[src/rtl/brc_pkg.sv]
// Package of the battery RC model step unit: widths, codes, types and reset values.
package brc_pkg;

	localparam int CUR_W      = 24;
	localparam int VOLT_W     = 24;
	localparam int SOC_W      = 31;
	localparam int VRC_W      = 32;
	localparam int COEF_W     = 24;
	localparam int DECAY_W    = 25;
	localparam int CFG_IDX_W  = 3;
	localparam int CFG_DATA_W = 25;
	localparam int MUL_W      = 33;
	localparam int PROD_W     = 2 * MUL_W;
	localparam int VACC_W     = 28;
	localparam int SACC_W     = 34;
	localparam int RACC_W     = 35;

	localparam logic [SOC_W-1:0] SOC_ONE = 31'd1073741824;

	localparam logic signed [COEF_W-1:0] RST_OCV_OFFSET    = 24'sd196608;
	localparam logic signed [COEF_W-1:0] RST_OCV_LINEAR    = 24'sd78643;
	localparam logic signed [COEF_W-1:0] RST_OCV_QUADRATIC = -24'sd6554;
	localparam logic [COEF_W-1:0]        RST_OHMIC_RES     = 24'd251658;
	localparam logic [DECAY_W-1:0]       RST_RC_DECAY      = 25'd16092521;
	localparam logic [COEF_W-1:0]        RST_RC_GAIN       = 24'd6847;
	localparam logic [COEF_W-1:0]        RST_SOC_STEP      = 24'd129679;

	typedef enum logic [CFG_IDX_W-1:0] {
		REG_OCV_OFFSET    = 3'd0,
		REG_OCV_LINEAR    = 3'd1,
		REG_OCV_QUADRATIC = 3'd2,
		REG_OHMIC_RES     = 3'd3,
		REG_RC_DECAY      = 3'd4,
		REG_RC_GAIN       = 3'd5,
		REG_SOC_STEP      = 3'd6
	} reg_idx_t;

	// Products issued to the shared multiplier, in issue order.
	typedef enum logic [2:0] {
		OP_SS   = 3'd0,
		OP_C1S  = 3'd1,
		OP_C2SQ = 3'd2,
		OP_IR0  = 3'd3,
		OP_IK   = 3'd4,
		OP_AV   = 3'd5,
		OP_GI   = 3'd6
	} op_t;

	typedef struct packed {
		logic signed [COEF_W-1:0] ocv_offset;
		logic signed [COEF_W-1:0] ocv_linear;
		logic signed [COEF_W-1:0] ocv_quadratic;
		logic [COEF_W-1:0]        ohmic_resistance;
		logic [DECAY_W-1:0]       rc_decay;
		logic [COEF_W-1:0]        rc_gain;
		logic [COEF_W-1:0]        soc_step_per_amp;
	} cfg_t;

	typedef struct packed {
		logic load;
		logic issue;
		op_t  op;
		logic commit;
	} cmd_t;

endpackage

[src/rtl/brc_if.sv]
// Stream interfaces of the battery RC model step unit: step input and result output.
interface brc_in_if;
	logic                                  valid;
	logic                                  ready;
	logic signed [brc_pkg::CUR_W-1:0]      cell_current;

	modport source (output valid, output cell_current, input ready);
	modport sink (input valid, input cell_current, output ready);
endinterface

interface brc_out_if;
	logic                                  valid;
	logic                                  ready;
	logic signed [brc_pkg::VOLT_W-1:0]     terminal_voltage;
	logic [brc_pkg::SOC_W-1:0]             state_of_charge;

	modport source (output valid, output terminal_voltage, output state_of_charge, input ready);
	modport sink (input valid, input terminal_voltage, input state_of_charge, output ready);
endinterface

[src/rtl/brc_cfg_regs.sv]
// Configuration register file of the battery RC model step unit.
module brc_cfg_regs (
	input  logic                              clk,
	input  logic                              arst_n,
	input  logic                              wr_en,
	input  logic [brc_pkg::CFG_IDX_W-1:0]     index,
	input  logic [brc_pkg::CFG_DATA_W-1:0]    data,
	output brc_pkg::cfg_t                     cfg
);

	brc_pkg::cfg_t cfg_q;

	always_ff @(posedge clk or negedge arst_n) begin
		if (!arst_n) begin
			cfg_q.ocv_offset       <= brc_pkg::RST_OCV_OFFSET;
			cfg_q.ocv_linear       <= brc_pkg::RST_OCV_LINEAR;
			cfg_q.ocv_quadratic    <= brc_pkg::RST_OCV_QUADRATIC;
			cfg_q.ohmic_resistance <= brc_pkg::RST_OHMIC_RES;
			cfg_q.rc_decay         <= brc_pkg::RST_RC_DECAY;
			cfg_q.rc_gain          <= brc_pkg::RST_RC_GAIN;
			cfg_q.soc_step_per_amp <= brc_pkg::RST_SOC_STEP;
		end else if (wr_en) begin
			unique case (index)
				brc_pkg::REG_OCV_OFFSET:    cfg_q.ocv_offset       <= data[brc_pkg::COEF_W-1:0];
				brc_pkg::REG_OCV_LINEAR:    cfg_q.ocv_linear       <= data[brc_pkg::COEF_W-1:0];
				brc_pkg::REG_OCV_QUADRATIC: cfg_q.ocv_quadratic    <= data[brc_pkg::COEF_W-1:0];
				brc_pkg::REG_OHMIC_RES:     cfg_q.ohmic_resistance <= data[brc_pkg::COEF_W-1:0];
				brc_pkg::REG_RC_DECAY:      cfg_q.rc_decay         <= data[brc_pkg::DECAY_W-1:0];
				brc_pkg::REG_RC_GAIN:       cfg_q.rc_gain          <= data[brc_pkg::COEF_W-1:0];
				brc_pkg::REG_SOC_STEP:      cfg_q.soc_step_per_amp <= data[brc_pkg::COEF_W-1:0];
				default: begin
				end
			endcase
		end
	end

	assign cfg = cfg_q;

endmodule

[src/rtl/brc_ctrl.sv]
// Controller of the battery RC model step unit: sequences the shared multiplier.
module brc_ctrl (
	input  logic          clk,
	input  logic          arst_n,
	input  logic          in_valid,
	output logic          in_ready,
	output logic          out_valid,
	input  logic          out_ready,
	output brc_pkg::cmd_t cmd
);

	typedef enum logic [1:0] {
		ST_IDLE,
		ST_ISSUE,
		ST_DRAIN,
		ST_FINISH
	} state_t;

	state_t         state_q;
	brc_pkg::op_t   op_q;
	logic           out_valid_q;
	logic           load;
	logic           commit;

	assign in_ready = (state_q == ST_IDLE);
	assign load     = in_valid && in_ready;
	// A finished result moves to the output register once that register is free.
	assign commit   = (state_q == ST_FINISH) && (!out_valid_q || out_ready);

	always_comb begin
		cmd.load   = load;
		cmd.issue  = (state_q == ST_ISSUE);
		cmd.op     = op_q;
		cmd.commit = commit;
	end

	always_ff @(posedge clk or negedge arst_n) begin
		if (!arst_n) begin
			state_q     <= ST_IDLE;
			op_q        <= brc_pkg::OP_SS;
			out_valid_q <= 1'b0;
		end else begin
			unique case (state_q)
				ST_IDLE: begin
					if (load) begin
						state_q <= ST_ISSUE;
						op_q    <= brc_pkg::OP_SS;
					end
				end
				ST_ISSUE: begin
					if (op_q == brc_pkg::OP_GI) begin
						state_q <= ST_DRAIN;
					end else begin
						op_q <= brc_pkg::op_t'(op_q + 3'd1);
					end
				end
				ST_DRAIN: begin
					state_q <= ST_FINISH;
				end
				ST_FINISH: begin
					if (commit) begin
						state_q <= ST_IDLE;
					end
				end
				default: begin
					state_q <= ST_IDLE;
				end
			endcase

			if (commit) begin
				out_valid_q <= 1'b1;
			end else if (out_ready) begin
				out_valid_q <= 1'b0;
			end
		end
	end

	assign out_valid = out_valid_q;

endmodule

[src/rtl/brc_datapath.sv]
// Datapath of the battery RC model step unit: shared multiplier, accumulators and state.
module brc_datapath (
	input  logic                                clk,
	input  logic                                arst_n,
	input  brc_pkg::cfg_t                       cfg,
	input  brc_pkg::cmd_t                       cmd,
	input  logic signed [brc_pkg::CUR_W-1:0]    cell_current,
	output logic signed [brc_pkg::VOLT_W-1:0]   terminal_voltage,
	output logic [brc_pkg::SOC_W-1:0]           state_of_charge
);

	logic signed [brc_pkg::CUR_W-1:0]   cur_q;
	logic [brc_pkg::SOC_W-1:0]          soc_q;
	logic signed [brc_pkg::VRC_W-1:0]   vrc_q;
	logic [brc_pkg::SOC_W-1:0]          sq_q;
	logic signed [brc_pkg::VACC_W-1:0]  volt_acc_q;
	logic signed [brc_pkg::SACC_W-1:0]  soc_next_q;
	logic signed [brc_pkg::RACC_W-1:0]  vrc_next_q;
	logic signed [brc_pkg::PROD_W-1:0]  prod_s1;
	brc_pkg::op_t                       op_s1;
	logic                               vld_s1;
	logic signed [brc_pkg::VOLT_W-1:0]  volt_out_q;
	logic [brc_pkg::SOC_W-1:0]          soc_out_q;

	logic signed [brc_pkg::MUL_W-1:0]   mul_a;
	logic signed [brc_pkg::MUL_W-1:0]   mul_b;
	logic signed [brc_pkg::PROD_W-1:0]  prod;
	logic signed [brc_pkg::MUL_W-1:0]   cur_ext;
	logic signed [brc_pkg::MUL_W-1:0]   soc_ext;
	logic signed [brc_pkg::PROD_W-1:0]  sh30;
	logic signed [brc_pkg::PROD_W-1:0]  sh24;
	logic signed [brc_pkg::PROD_W-1:0]  sh16;
	logic signed [brc_pkg::VRC_W-1:0]   vrc_sh8;
	logic signed [brc_pkg::VACC_W-1:0]  volt_init;
	logic signed [brc_pkg::VOLT_W-1:0]  volt_sat;
	logic [brc_pkg::SOC_W-1:0]          soc_clamped;
	logic signed [brc_pkg::VRC_W-1:0]   vrc_sat;

	assign cur_ext = {{(brc_pkg::MUL_W - brc_pkg::CUR_W){cur_q[brc_pkg::CUR_W-1]}}, cur_q};
	assign soc_ext = {{(brc_pkg::MUL_W - brc_pkg::SOC_W){1'b0}}, soc_q};

	always_comb begin
		unique case (cmd.op)
			brc_pkg::OP_SS: begin
				mul_a = soc_ext;
				mul_b = soc_ext;
			end
			brc_pkg::OP_C1S: begin
				mul_a = {{(brc_pkg::MUL_W - brc_pkg::COEF_W){cfg.ocv_linear[brc_pkg::COEF_W-1]}},
					cfg.ocv_linear};
				mul_b = soc_ext;
			end
			brc_pkg::OP_C2SQ: begin
				mul_a = {{(brc_pkg::MUL_W - brc_pkg::COEF_W){cfg.ocv_quadratic[brc_pkg::COEF_W-1]}},
					cfg.ocv_quadratic};
				mul_b = {{(brc_pkg::MUL_W - brc_pkg::SOC_W){1'b0}}, sq_q};
			end
			brc_pkg::OP_IR0: begin
				mul_a = cur_ext;
				mul_b = {{(brc_pkg::MUL_W - brc_pkg::COEF_W){1'b0}}, cfg.ohmic_resistance};
			end
			brc_pkg::OP_IK: begin
				mul_a = cur_ext;
				mul_b = {{(brc_pkg::MUL_W - brc_pkg::COEF_W){1'b0}}, cfg.soc_step_per_amp};
			end
			brc_pkg::OP_AV: begin
				mul_a = {{(brc_pkg::MUL_W - brc_pkg::DECAY_W){1'b0}}, cfg.rc_decay};
				mul_b = {{(brc_pkg::MUL_W - brc_pkg::VRC_W){vrc_q[brc_pkg::VRC_W-1]}}, vrc_q};
			end
			brc_pkg::OP_GI: begin
				mul_a = {{(brc_pkg::MUL_W - brc_pkg::COEF_W){1'b0}}, cfg.rc_gain};
				mul_b = cur_ext;
			end
			default: begin
				mul_a = '0;
				mul_b = '0;
			end
		endcase
	end

	assign prod = mul_a * mul_b;

	// Arithmetic shifts of the registered product; each term fits its accumulator.
	assign sh30 = prod_s1 >>> 30;
	assign sh24 = prod_s1 >>> 24;
	assign sh16 = prod_s1 >>> 16;

	assign vrc_sh8   = vrc_q >>> 8;
	assign volt_init = {{(brc_pkg::VACC_W - brc_pkg::COEF_W){cfg.ocv_offset[brc_pkg::COEF_W-1]}},
		cfg.ocv_offset} - vrc_sh8[brc_pkg::VACC_W-1:0];

	always_comb begin
		if (volt_acc_q > 28'sd8388607) begin
			volt_sat = 24'sh7FFFFF;
		end else if (volt_acc_q < -28'sd8388608) begin
			volt_sat = 24'sh800000;
		end else begin
			volt_sat = volt_acc_q[brc_pkg::VOLT_W-1:0];
		end

		if (soc_next_q < 34'sd0) begin
			soc_clamped = '0;
		end else if (soc_next_q > 34'sd1073741824) begin
			soc_clamped = brc_pkg::SOC_ONE;
		end else begin
			soc_clamped = soc_next_q[brc_pkg::SOC_W-1:0];
		end

		if (vrc_next_q > 35'sd2147483647) begin
			vrc_sat = 32'sh7FFFFFFF;
		end else if (vrc_next_q < -35'sd2147483648) begin
			vrc_sat = 32'sh80000000;
		end else begin
			vrc_sat = vrc_next_q[brc_pkg::VRC_W-1:0];
		end
	end

	always_ff @(posedge clk or negedge arst_n) begin
		if (!arst_n) begin
			vld_s1 <= 1'b0;
			soc_q  <= brc_pkg::SOC_ONE;
			vrc_q  <= '0;
		end else begin
			vld_s1 <= cmd.issue;
			if (cmd.commit) begin
				soc_q <= soc_clamped;
				vrc_q <= vrc_sat;
			end
		end
	end

	always_ff @(posedge clk) begin
		prod_s1 <= prod;
		op_s1   <= cmd.op;

		if (cmd.load) begin
			cur_q      <= cell_current;
			volt_acc_q <= volt_init;
			soc_next_q <= {{(brc_pkg::SACC_W - brc_pkg::SOC_W){1'b0}}, soc_q};
			vrc_next_q <= '0;
		end else if (vld_s1) begin
			unique case (op_s1)
				brc_pkg::OP_SS:   sq_q       <= sh30[brc_pkg::SOC_W-1:0];
				brc_pkg::OP_C1S:  volt_acc_q <= volt_acc_q + sh30[brc_pkg::VACC_W-1:0];
				brc_pkg::OP_C2SQ: volt_acc_q <= volt_acc_q + sh30[brc_pkg::VACC_W-1:0];
				brc_pkg::OP_IR0:  volt_acc_q <= volt_acc_q - sh24[brc_pkg::VACC_W-1:0];
				brc_pkg::OP_IK:   soc_next_q <= soc_next_q - sh16[brc_pkg::SACC_W-1:0];
				brc_pkg::OP_AV:   vrc_next_q <= vrc_next_q + sh24[brc_pkg::RACC_W-1:0];
				brc_pkg::OP_GI:   vrc_next_q <= vrc_next_q + sh16[brc_pkg::RACC_W-1:0];
				default: begin
				end
			endcase
		end

		// The reported charge is the level held before this step's update.
		if (cmd.commit) begin
			volt_out_q <= volt_sat;
			soc_out_q  <= soc_q;
		end
	end

	assign terminal_voltage = volt_out_q;
	assign state_of_charge  = soc_out_q;

endmodule

[src/rtl/battery_rc_model_step_unit.sv]
// Top level of the battery RC model step unit.
//
//   channel  | direction | payload                                   | handshake
//   step     | in        | cell_current                              | valid/ready
//   result   | out       | terminal_voltage, state_of_charge         | valid/ready
//   cfg      | in        | cfg_index, cfg_data                       | cfg_wr_en
//
// Each step issues seven products one per cycle through a single 33 x 33 multiplier,
// then drains the product register and commits the result.
// A finished result waits in its output register while the next step is accepted;
// if that register is still full when the next result is done, the unit holds.
// After reset the state of charge is full and the RC branch voltage is zero.
module battery_rc_model_step_unit (
	input  logic                              clk,
	input  logic                              arst_n,
	brc_in_if.sink                            step,
	brc_out_if.source                         result,
	input  logic                              cfg_wr_en,
	input  logic [brc_pkg::CFG_IDX_W-1:0]     cfg_index,
	input  logic [brc_pkg::CFG_DATA_W-1:0]    cfg_data
);

	brc_pkg::cfg_t cfg;
	brc_pkg::cmd_t cmd;
	logic          in_ready;
	logic          out_valid;

	brc_cfg_regs u_cfg (
		.clk    (clk),
		.arst_n (arst_n),
		.wr_en  (cfg_wr_en),
		.index  (cfg_index),
		.data   (cfg_data),
		.cfg    (cfg)
	);

	brc_ctrl u_ctrl (
		.clk       (clk),
		.arst_n    (arst_n),
		.in_valid  (step.valid),
		.in_ready  (in_ready),
		.out_valid (out_valid),
		.out_ready (result.ready),
		.cmd       (cmd)
	);

	brc_datapath u_dp (
		.clk              (clk),
		.arst_n           (arst_n),
		.cfg              (cfg),
		.cmd              (cmd),
		.cell_current     (step.cell_current),
		.terminal_voltage (result.terminal_voltage),
		.state_of_charge  (result.state_of_charge)
	);

	assign step.ready   = in_ready;
	assign result.valid = out_valid;

endmodule

[src/flat_wrapper.sv]
// flat-port wrapper written by rule: the top's interface ports become plain ports
module battery_rc_model_step_unit_flat 
  (clk, arst_n, cfg_wr_en, cfg_index, cfg_data, step_valid, step_cell_current, step_ready, result_valid, result_terminal_voltage, result_state_of_charge, result_ready);
  brc_in_if step_i ();
  brc_out_if result_i ();
  input  logic clk;
  input  logic arst_n;
  input  logic cfg_wr_en;
  input  logic [brc_pkg::CFG_IDX_W-1:0] cfg_index;
  input  logic [brc_pkg::CFG_DATA_W-1:0] cfg_data;
  input wire logic [$bits(step_i.valid)-1:0] step_valid;
  input wire logic [$bits(step_i.cell_current)-1:0] step_cell_current;
  output wire logic [$bits(step_i.ready)-1:0] step_ready;
  output wire logic [$bits(result_i.valid)-1:0] result_valid;
  output wire logic [$bits(result_i.terminal_voltage)-1:0] result_terminal_voltage;
  output wire logic [$bits(result_i.state_of_charge)-1:0] result_state_of_charge;
  input wire logic [$bits(result_i.ready)-1:0] result_ready;
  assign step_i.valid = step_valid;
  assign step_i.cell_current = step_cell_current;
  assign step_ready = step_i.ready;
  assign result_valid = result_i.valid;
  assign result_terminal_voltage = result_i.terminal_voltage;
  assign result_state_of_charge = result_i.state_of_charge;
  assign result_i.ready = result_ready;
  battery_rc_model_step_unit u_core (.clk(clk), .arst_n(arst_n), .step(step_i), .result(result_i), .cfg_wr_en(cfg_wr_en), .cfg_index(cfg_index), .cfg_data(cfg_data));
endmodule
[config.mk]
export PLATFORM = sky130hd
export DESIGN_NAME = battery_rc_model_step_unit_flat
export DESIGN_NICKNAME = d
export VERILOG_FILES = /design/src/rtl/brc_pkg.sv /design/src/rtl/brc_if.sv /design/src/rtl/brc_cfg_regs.sv /design/src/rtl/brc_ctrl.sv /design/src/rtl/brc_datapath.sv /design/src/rtl/battery_rc_model_step_unit.sv /design/src/flat_wrapper.sv
export SDC_FILE = /design/constraint.sdc
export NUM_CORES = 2
export LEC_CHECK = 0
export BUFFER_PORTS_ARGS = -buffer_cell sky130_fd_sc_hd__buf_2
export CAP_MARGIN = 20
export CELL_PAD_IN_SITES_DETAIL_PLACEMENT = 1
export CELL_PAD_IN_SITES_GLOBAL_PLACEMENT = 2
export CORE_MARGIN = 3
export CORE_UTILIZATION = 35
export DETAILED_ROUTE_END_ITERATION = 12
export PLACE_DENSITY_LB_ADDON = 0.25
export SYNTH_ARGS = -nofsm -noshare
export SYNTH_HDL_FRONTEND = slang
export SYNTH_HIERARCHICAL = 1
export SYNTH_SLANG_ARGS = --single-unit
export TNS_END_PERCENT = 100
[constraint.sdc]
create_clock -name clk -period 25.6 [get_ports clk]
set_input_delay 2.56 -clock clk [delete_from_list [all_inputs] [get_ports clk]]
set_output_delay 2.56 -clock clk [all_outputs]
set_load 0.1 [all_outputs]
# Word-level counts from Yosys, hierarchy flattened

Cells that the tools add are included.

Add/sub/neg operators: 7
Equal/unequal tests: 25
Mux-type cells: 23
$mul: 1
Magnitude comparators: 6
Bitwise logic cells: 1
Reductions and logical operators: 31

Operators by type and width:

| operator                                                                           | count |
|---|---|
| 33-bit one-hot mux with 6 select lines                                             | 2 |
| 31-bit two-way mux                                                                 | 5 |
| 35-bit adder                                                                       | 2 |
| 35-bit one-hot mux with 2 select lines                                             | 1 |
| 32-bit two-way mux                                                                 | 2 |
| 33-bit by 33-bit multiplier with 61-bit output                                     | 1 |
| 28-bit two-way mux                                                                 | 2 |
| 28-bit one-hot mux with 2 select lines                                             | 1 |
| 35-bit by 32-bit greater-than comparator with 1-bit output (second input constant) | 1 |
| 35-bit by 32-bit less-than comparator with 1-bit output (second input constant)    | 1 |
| 34-bit by 32-bit greater-than comparator with 1-bit output (second input constant) | 1 |
| 34-bit by 1-bit less-than comparator with 1-bit output (second input constant)     | 1 |
| 34-bit subtractor                                                                  | 1 |
| 28-bit adder                                                                       | 1 |
| 28-bit by 24-bit greater-than comparator with 1-bit output (second input constant) | 1 |
| 28-bit by 24-bit less-than comparator with 1-bit output (second input constant)    | 1 |
| 28-bit subtractor                                                                  | 1 |
| 3-bit == test (second input constant)                                              | 9 |
| 24-bit by 24-bit subtractor with 25-bit output                                     | 1 |
| 24-bit two-way mux                                                                 | 1 |
| 2-bit AND reduction                                                                | 11 |
| 3-bit by 2-bit == test with 1-bit output (second input constant)                   | 6 |
| 2-bit nonzero test                                                                 | 5 |
| 3-bit by 1-bit == test with 1-bit output (second input constant)                   | 3 |
| 19 further kinds                                                                   | 33 |

Input port bits: 57
Word-level logic and storage cells: 117
Output and inout bits: 57
Register bits after elaboration: 510

# Longest topological paths before layout

Word-level depth: 5
Gate-level depth with buffers: 40
Gate-level depth less buffers: 34

# Cells and area by module

The synthesis kept the hierarchy.

By module, submodules not included:

| module       | times used | sequential area each (um^2) | area an instance (um^2) | cells each |
|---|---|---|---|---|
| brc_datapath | 1          | 8399.3                      | 55893.6                 | 6310 |
| brc_cfg_regs | 1          | 4321.6                      | 6466.2                  | 366 |
| brc_ctrl     | 1          | 150.1                       | 436.7                   | 41 |

# Worst setup path after synthesis

Ideal clock, no wire load.

Path type: register -> register
From: register u_core.u_ctrl.op_q[2]
To: register u_core/u_dp/prod_s1[53] (netlist bit)
Path buffers: 8
Cell stages (with the launch flop): 34
Clock period less this slack: 9.296 ns
Required time: 25.472 ns
Path slack: 16.304 ns
Setup time: 0.128 ns
Arrival: 9.169 ns
Path through: dfrtp_1 -> buf_2 -> buf_6 -> clkbuf_1 -> buf_2 -> clkbuf_1 -> clkbuf_1 -> a22o_1 -> clkbuf_1 -> nand2_1 -> fa_1 -> inv_1 -> fa_1 -> fa_1 -> inv_1 -> fa_1 -> inv_1 -> fa_1 -> fa_1 -> fa_1 -> inv_1 -> fa_1 -> inv_1 -> ha_1 -> clkbuf_1 -> a21oi_1 -> nor2b_1 -> o21ai_0 -> nand2b_1 -> or3_1 -> o21a_1 -> a211oi_2 -> o21bai_1 -> xor2_1

Longest elaborated chain between the ends: 4
Elaborated cells on any way between the ends: 12
Classes of those cells: mul: 1; eq/ne: 6; mux: 2; reduce/logical: 3

Ends and longest elaborated chain:

| element                                          | RTL line            | source |
|---|---|---|
| start, declared                                  | brc_ctrl.sv:20      | `brc_pkg::op_t op_q;` |
| start signal, assigned                           | brc_ctrl.sv:40      | `op_q <= brc_pkg::OP_SS;` |
| start signal, assigned                           | brc_ctrl.sv:47      | `op_q <= brc_pkg::OP_SS;` |
| start signal, assigned                           | brc_ctrl.sv:54      | `op_q <= brc_pkg::op_t'(op_q + 3'd1);` |
| 3-bit == test, or another cell as far along      | brc_datapath.sv:43  | `unique case (cmd.op)` |
| 2-bit OR reduction (no source line)              | n/a                 |  |
| 33-bit one-hot mux with 6 select lines           | brc_datapath.sv:43  |  |
| 33-bit by 33-bit multiplier with 61-bit output * | brc_datapath.sv:81  | `assign prod = mul_a * mul_b;` |
| net u_core.u_dp.prod, one bit                    | brc_datapath.sv:27  | `logic signed [brc_pkg::PROD_W-1:0] prod;` |
| end signal, assigned                             | brc_datapath.sv:133 | `prod_s1 <= prod;` |
| end, declared                                    | brc_datapath.sv:19  | `logic signed [brc_pkg::PROD_W-1:0] prod_s1;` |

The timed path passes the listed nets; every way through them passes the cells marked *.
A chain may end at the register's enable or synchronous reset.

# Worst setup path after layout

From: register u_core.u_ctrl.op_q[1]
To: register u_core/u_dp/prod_s1[60] (netlist bit)

Same word-level chain as after synthesis.

==> impl_results.md <==
- Slew HR: 7.63%
- Area of the core: 177000 µm²
- Critical R2R Launch: u_core/u_ctrl/op_q[1]
- RR Endpoint: u_core/u_dp/prod_s1[60]
- Antenna Nets Post-Route: 0
- CTS H-tree lvls: 2
- Port Buffer Count: ~110
- RSZ-0062 raised after global routing: no
- Crit path from: u_core/u_ctrl/op_q[1]
- Crit path largest cell delay: 0.63 ns
- DP Wirelength: 190 mm
- Die area: 185000 µm²
- Synth unique cells: 110
- Worst slew pin tran: 1.39 ns
- Fin crit share: a little under half
- GP Congestion: between 0.9 and 1
- Main synth FF type: edfxtp_1
- Post-CTS setup buffer count: 0
- Die height: 430 µm
- Fillers: 20313
- Design area: 68400 µm²
- Worst-path clk slew: 0.07 ns
- Vias: 48668
- GRT Util Overall: 26.5%
- Critical path type: flop to flop
- Starting Density: around 35%
- Hold Vio Cnt, Final: 0
- Post-synthesis cell area: 62800 µm²
- Flop-to-flop setup slack: 13.65 ns
- Post-route setup TNS: 0 ns
- Gr ovfl total: 0
- Syn avg cell area: 9.35 µm²
- CTS root buffer: clkbuf_16
- Worst-case clock buffer depth: 3
- Crit start category: flop
- Synth warn: 6
- CTS tree: done
- Most used cell, CP: fa_1
- # IOs: roughly 110
- Run status: finished, final reports clean
- Post-synth EDFFs: 169
- Post_cts resized: 0
- Hold/Removal Path Class: flop to flop
- Remaining DRCs: 0
- Mean number of vias per cell: 5.35
- Worst EP arrival: 12.53 ns
- Commonest non-fill, non-tap cell in the layout: inv_1
- DR iter-0 viols: approximately 3400
- Asr flop ratio synth: about half
- Initial antenna violation count: 27
- Largest net degree at the start of global routing: approximately 160
- Area growth, synth to finish: 8.98%
- WL final: 243 mm
- First-pass GRT wire length: 363 mm
- Max cap viols: 0
- Worst-Skew Late Latency: roughly 0.68 ns
- CTS buffer count: 56
- CTS Hold Bufs: 0
- #FFs+latches synth: just under 500
- WL/cell: 26.7 µm
- DRT Pass-1 Iters: 5
- Final setup viols: 0
- Post-synthesis sequential area ratio: 20.5%
- Total Nets Final: between 8000 and 9000
- Fin. max-slew vios: 0
- CP endpoint: u_core/u_dp/prod_s1[60]
- Most frequent cells in the layout: inv_1, fa_1, nand2_1, nor2_1, ha_1
- CP Max Fanout: 39
- Post-synthesis cell count: 6717
- CTS sink count: 494
- Reg2Reg Depth: 37
- Vias in the first global route: 52642
- Crit path capture type: flop
- Dpl cell area: 66400 µm²
- Post-layout minimum cycle time: between 10 and 15 ns
- CP max stage cell: fa_1
- Share of layout cells above drive strength 1: 10.1%
- Fmax: 83.7 MHz
- WP data required: 26.17 ns
- Row cnt: between 150 and 200
- Hold slack: 0.446 ns
- Final clock skew: 0.0583 ns
- Die X: ~430 µm
[layer usage]
metal | track usage [%] | routed length [µm] | vias up
met1 | 36.8 | 107000 | 26041
met3 | 2.89 | 12500 | 309
met2 | 43.8 | 115000 | 1268
met5 | 0 | 0 | -
li1 | - | - | 21050
met4 | 8.01 | 8740 | 0
[cells in the mapped netlist (all sizes together) (20+ instances only)]
cell type | count | area share (%)
a211oi | 31 | 0.39
a21o | 122 | 1.5
a21oi | 242 | 1.9
a221oi | 22 | 0.32
a22oi | 24 | 0.29
a31oi | 27 | 0.27
and2 | 58 | 0.58
and3 | 24 | 0.25
buf | 65 | 0.58
clkbuf | 260 | 1.6
dfrtp | 164 | 6.5
dfstp | 75 | 3.1
dfxtp | 86 | 2.7
edfxtp | 169 | 8.1
fa | 1072 | 34
ha | 328 | 6.5
inv | 1238 | 7.4
mux2 | 184 | 3.3
mux2i | 56 | 0.89
nand2 | 951 | 5.7
nand2b | 33 | 0.33
nand3 | 54 | 0.45
nor2 | 596 | 3.6
nor2b | 32 | 0.32
nor3 | 37 | 0.30
o21a | 29 | 0.35
o21ai | 237 | 1.9
o21bai | 21 | 0.25
o22ai | 42 | 0.42
or2 | 20 | 0.20
or3 | 24 | 0.25
xnor2 | 110 | 1.5
xor2 | 62 | 0.86
[critical path, delay by kind of cell, from the launching register on]
family | cells | cell delay, ns
flops | 1 | 0.61
fa+ha+maj | 9 | 4.63
compound gates | 9 | 2.15
buf+inv | 12 | 2.73
simple gates | 7 | 1.62
[flip-flops by register name (all words and copies together), names as in the netlist]
register	count
u_core/u_cfg/cfg	169
u_core/u_dp/prod_s1	45
u_core/u_dp/vrc_next_q	35
u_core/u_dp/soc_next_q	34
u_core/u_dp/vrc_q	32
u_core/u_dp/soc_q	31
u_core/u_dp/sq_q	31
u_core/u_dp/state_of_charge	31
u_core/u_dp/volt_acc_q	28
u_core/u_dp/cur_q	24
u_core/u_dp/terminal_voltage	24
u_core/u_ctrl/op_q	3
u_core/u_dp/op_s1	3
u_core/u_ctrl/state_q	2
u_core/u_ctrl/out_valid	1
u_core/u_dp/vld_s1	1
[kinds of logic (layout without fill, tap and decap cells)]
group	after synthesis	after routing	synth area share, %
AO/OA/AOI/OAI	928	928	9.48
XOR/XNOR	172	172	2.40
adder cells (fa/ha/maj)	1400	1400	40.7
buffers and inverters	1564	1600	9.55
flip-flops	494	494	20.5
multiplexers	242	242	4.27
other	2	14	0.0120
AND/OR/NAND/NOR	1915	1915	13.1
[final cells by class]
| cell class | instances | area [µm²] | share of cell area [%] |
|---|---|---|---|
| Multi-Input combinational cell | 4661 | 44200 | 64.6 |
| Sequential cell | 494 | 12900 | 18.8 |
| Inverter | 1239 | 4650 | 6.80 |
| Tap cell | 2340 | 2930 | 4.28 |
| Clock buffer | 83 | 1750 | 2.56 |
| Timing Repair Buffer | 255 | 1700 | 2.49 |
| Clock inverter | 23 | 282 | 0.411 |
| Antenna cell | 10 | 25.0 | 0.0366 |
[metrics by stage]
stage | instances | util (%) | setup slack, ns
2_1_floorplan | 6719 | - | 16.30
3_3_place_gp | 8986 | 37.4 | 13.83
3_5_place_dp | 8988 | 37.4 | 13.78
4_1_cts | 9094 | 38.6 | 13.72
5_1_grt | 9102 | 38.6 | 13.20
6_report | 9105 | 38.6 | 13.65
[how the worst min path moves through the flow]
stage	startpoint	depth (start not counted)	endpoint
floorplan	u_core/u_dp/prod_s1[59]	0	u_core/u_dp/sq_q[29]
global placement	u_core/u_dp/prod_s1[59]	0	u_core/u_dp/sq_q[29]
detailed placement	u_core/u_dp/prod_s1[60]	0	u_core/u_dp/sq_q[30]
CTS	u_core/u_dp/prod_s1[60]	0	u_core/u_dp/sq_q[30]
global route	u_core/u_dp/prod_s1[60]	0	u_core/u_dp/sq_q[30]
finish	u_core/u_dp/prod_s1[60]	0	u_core/u_dp/sq_q[30]
Power is not shown: default switching activity piles up to over one toggle a cycle in this logic, so the estimate is an artifact.
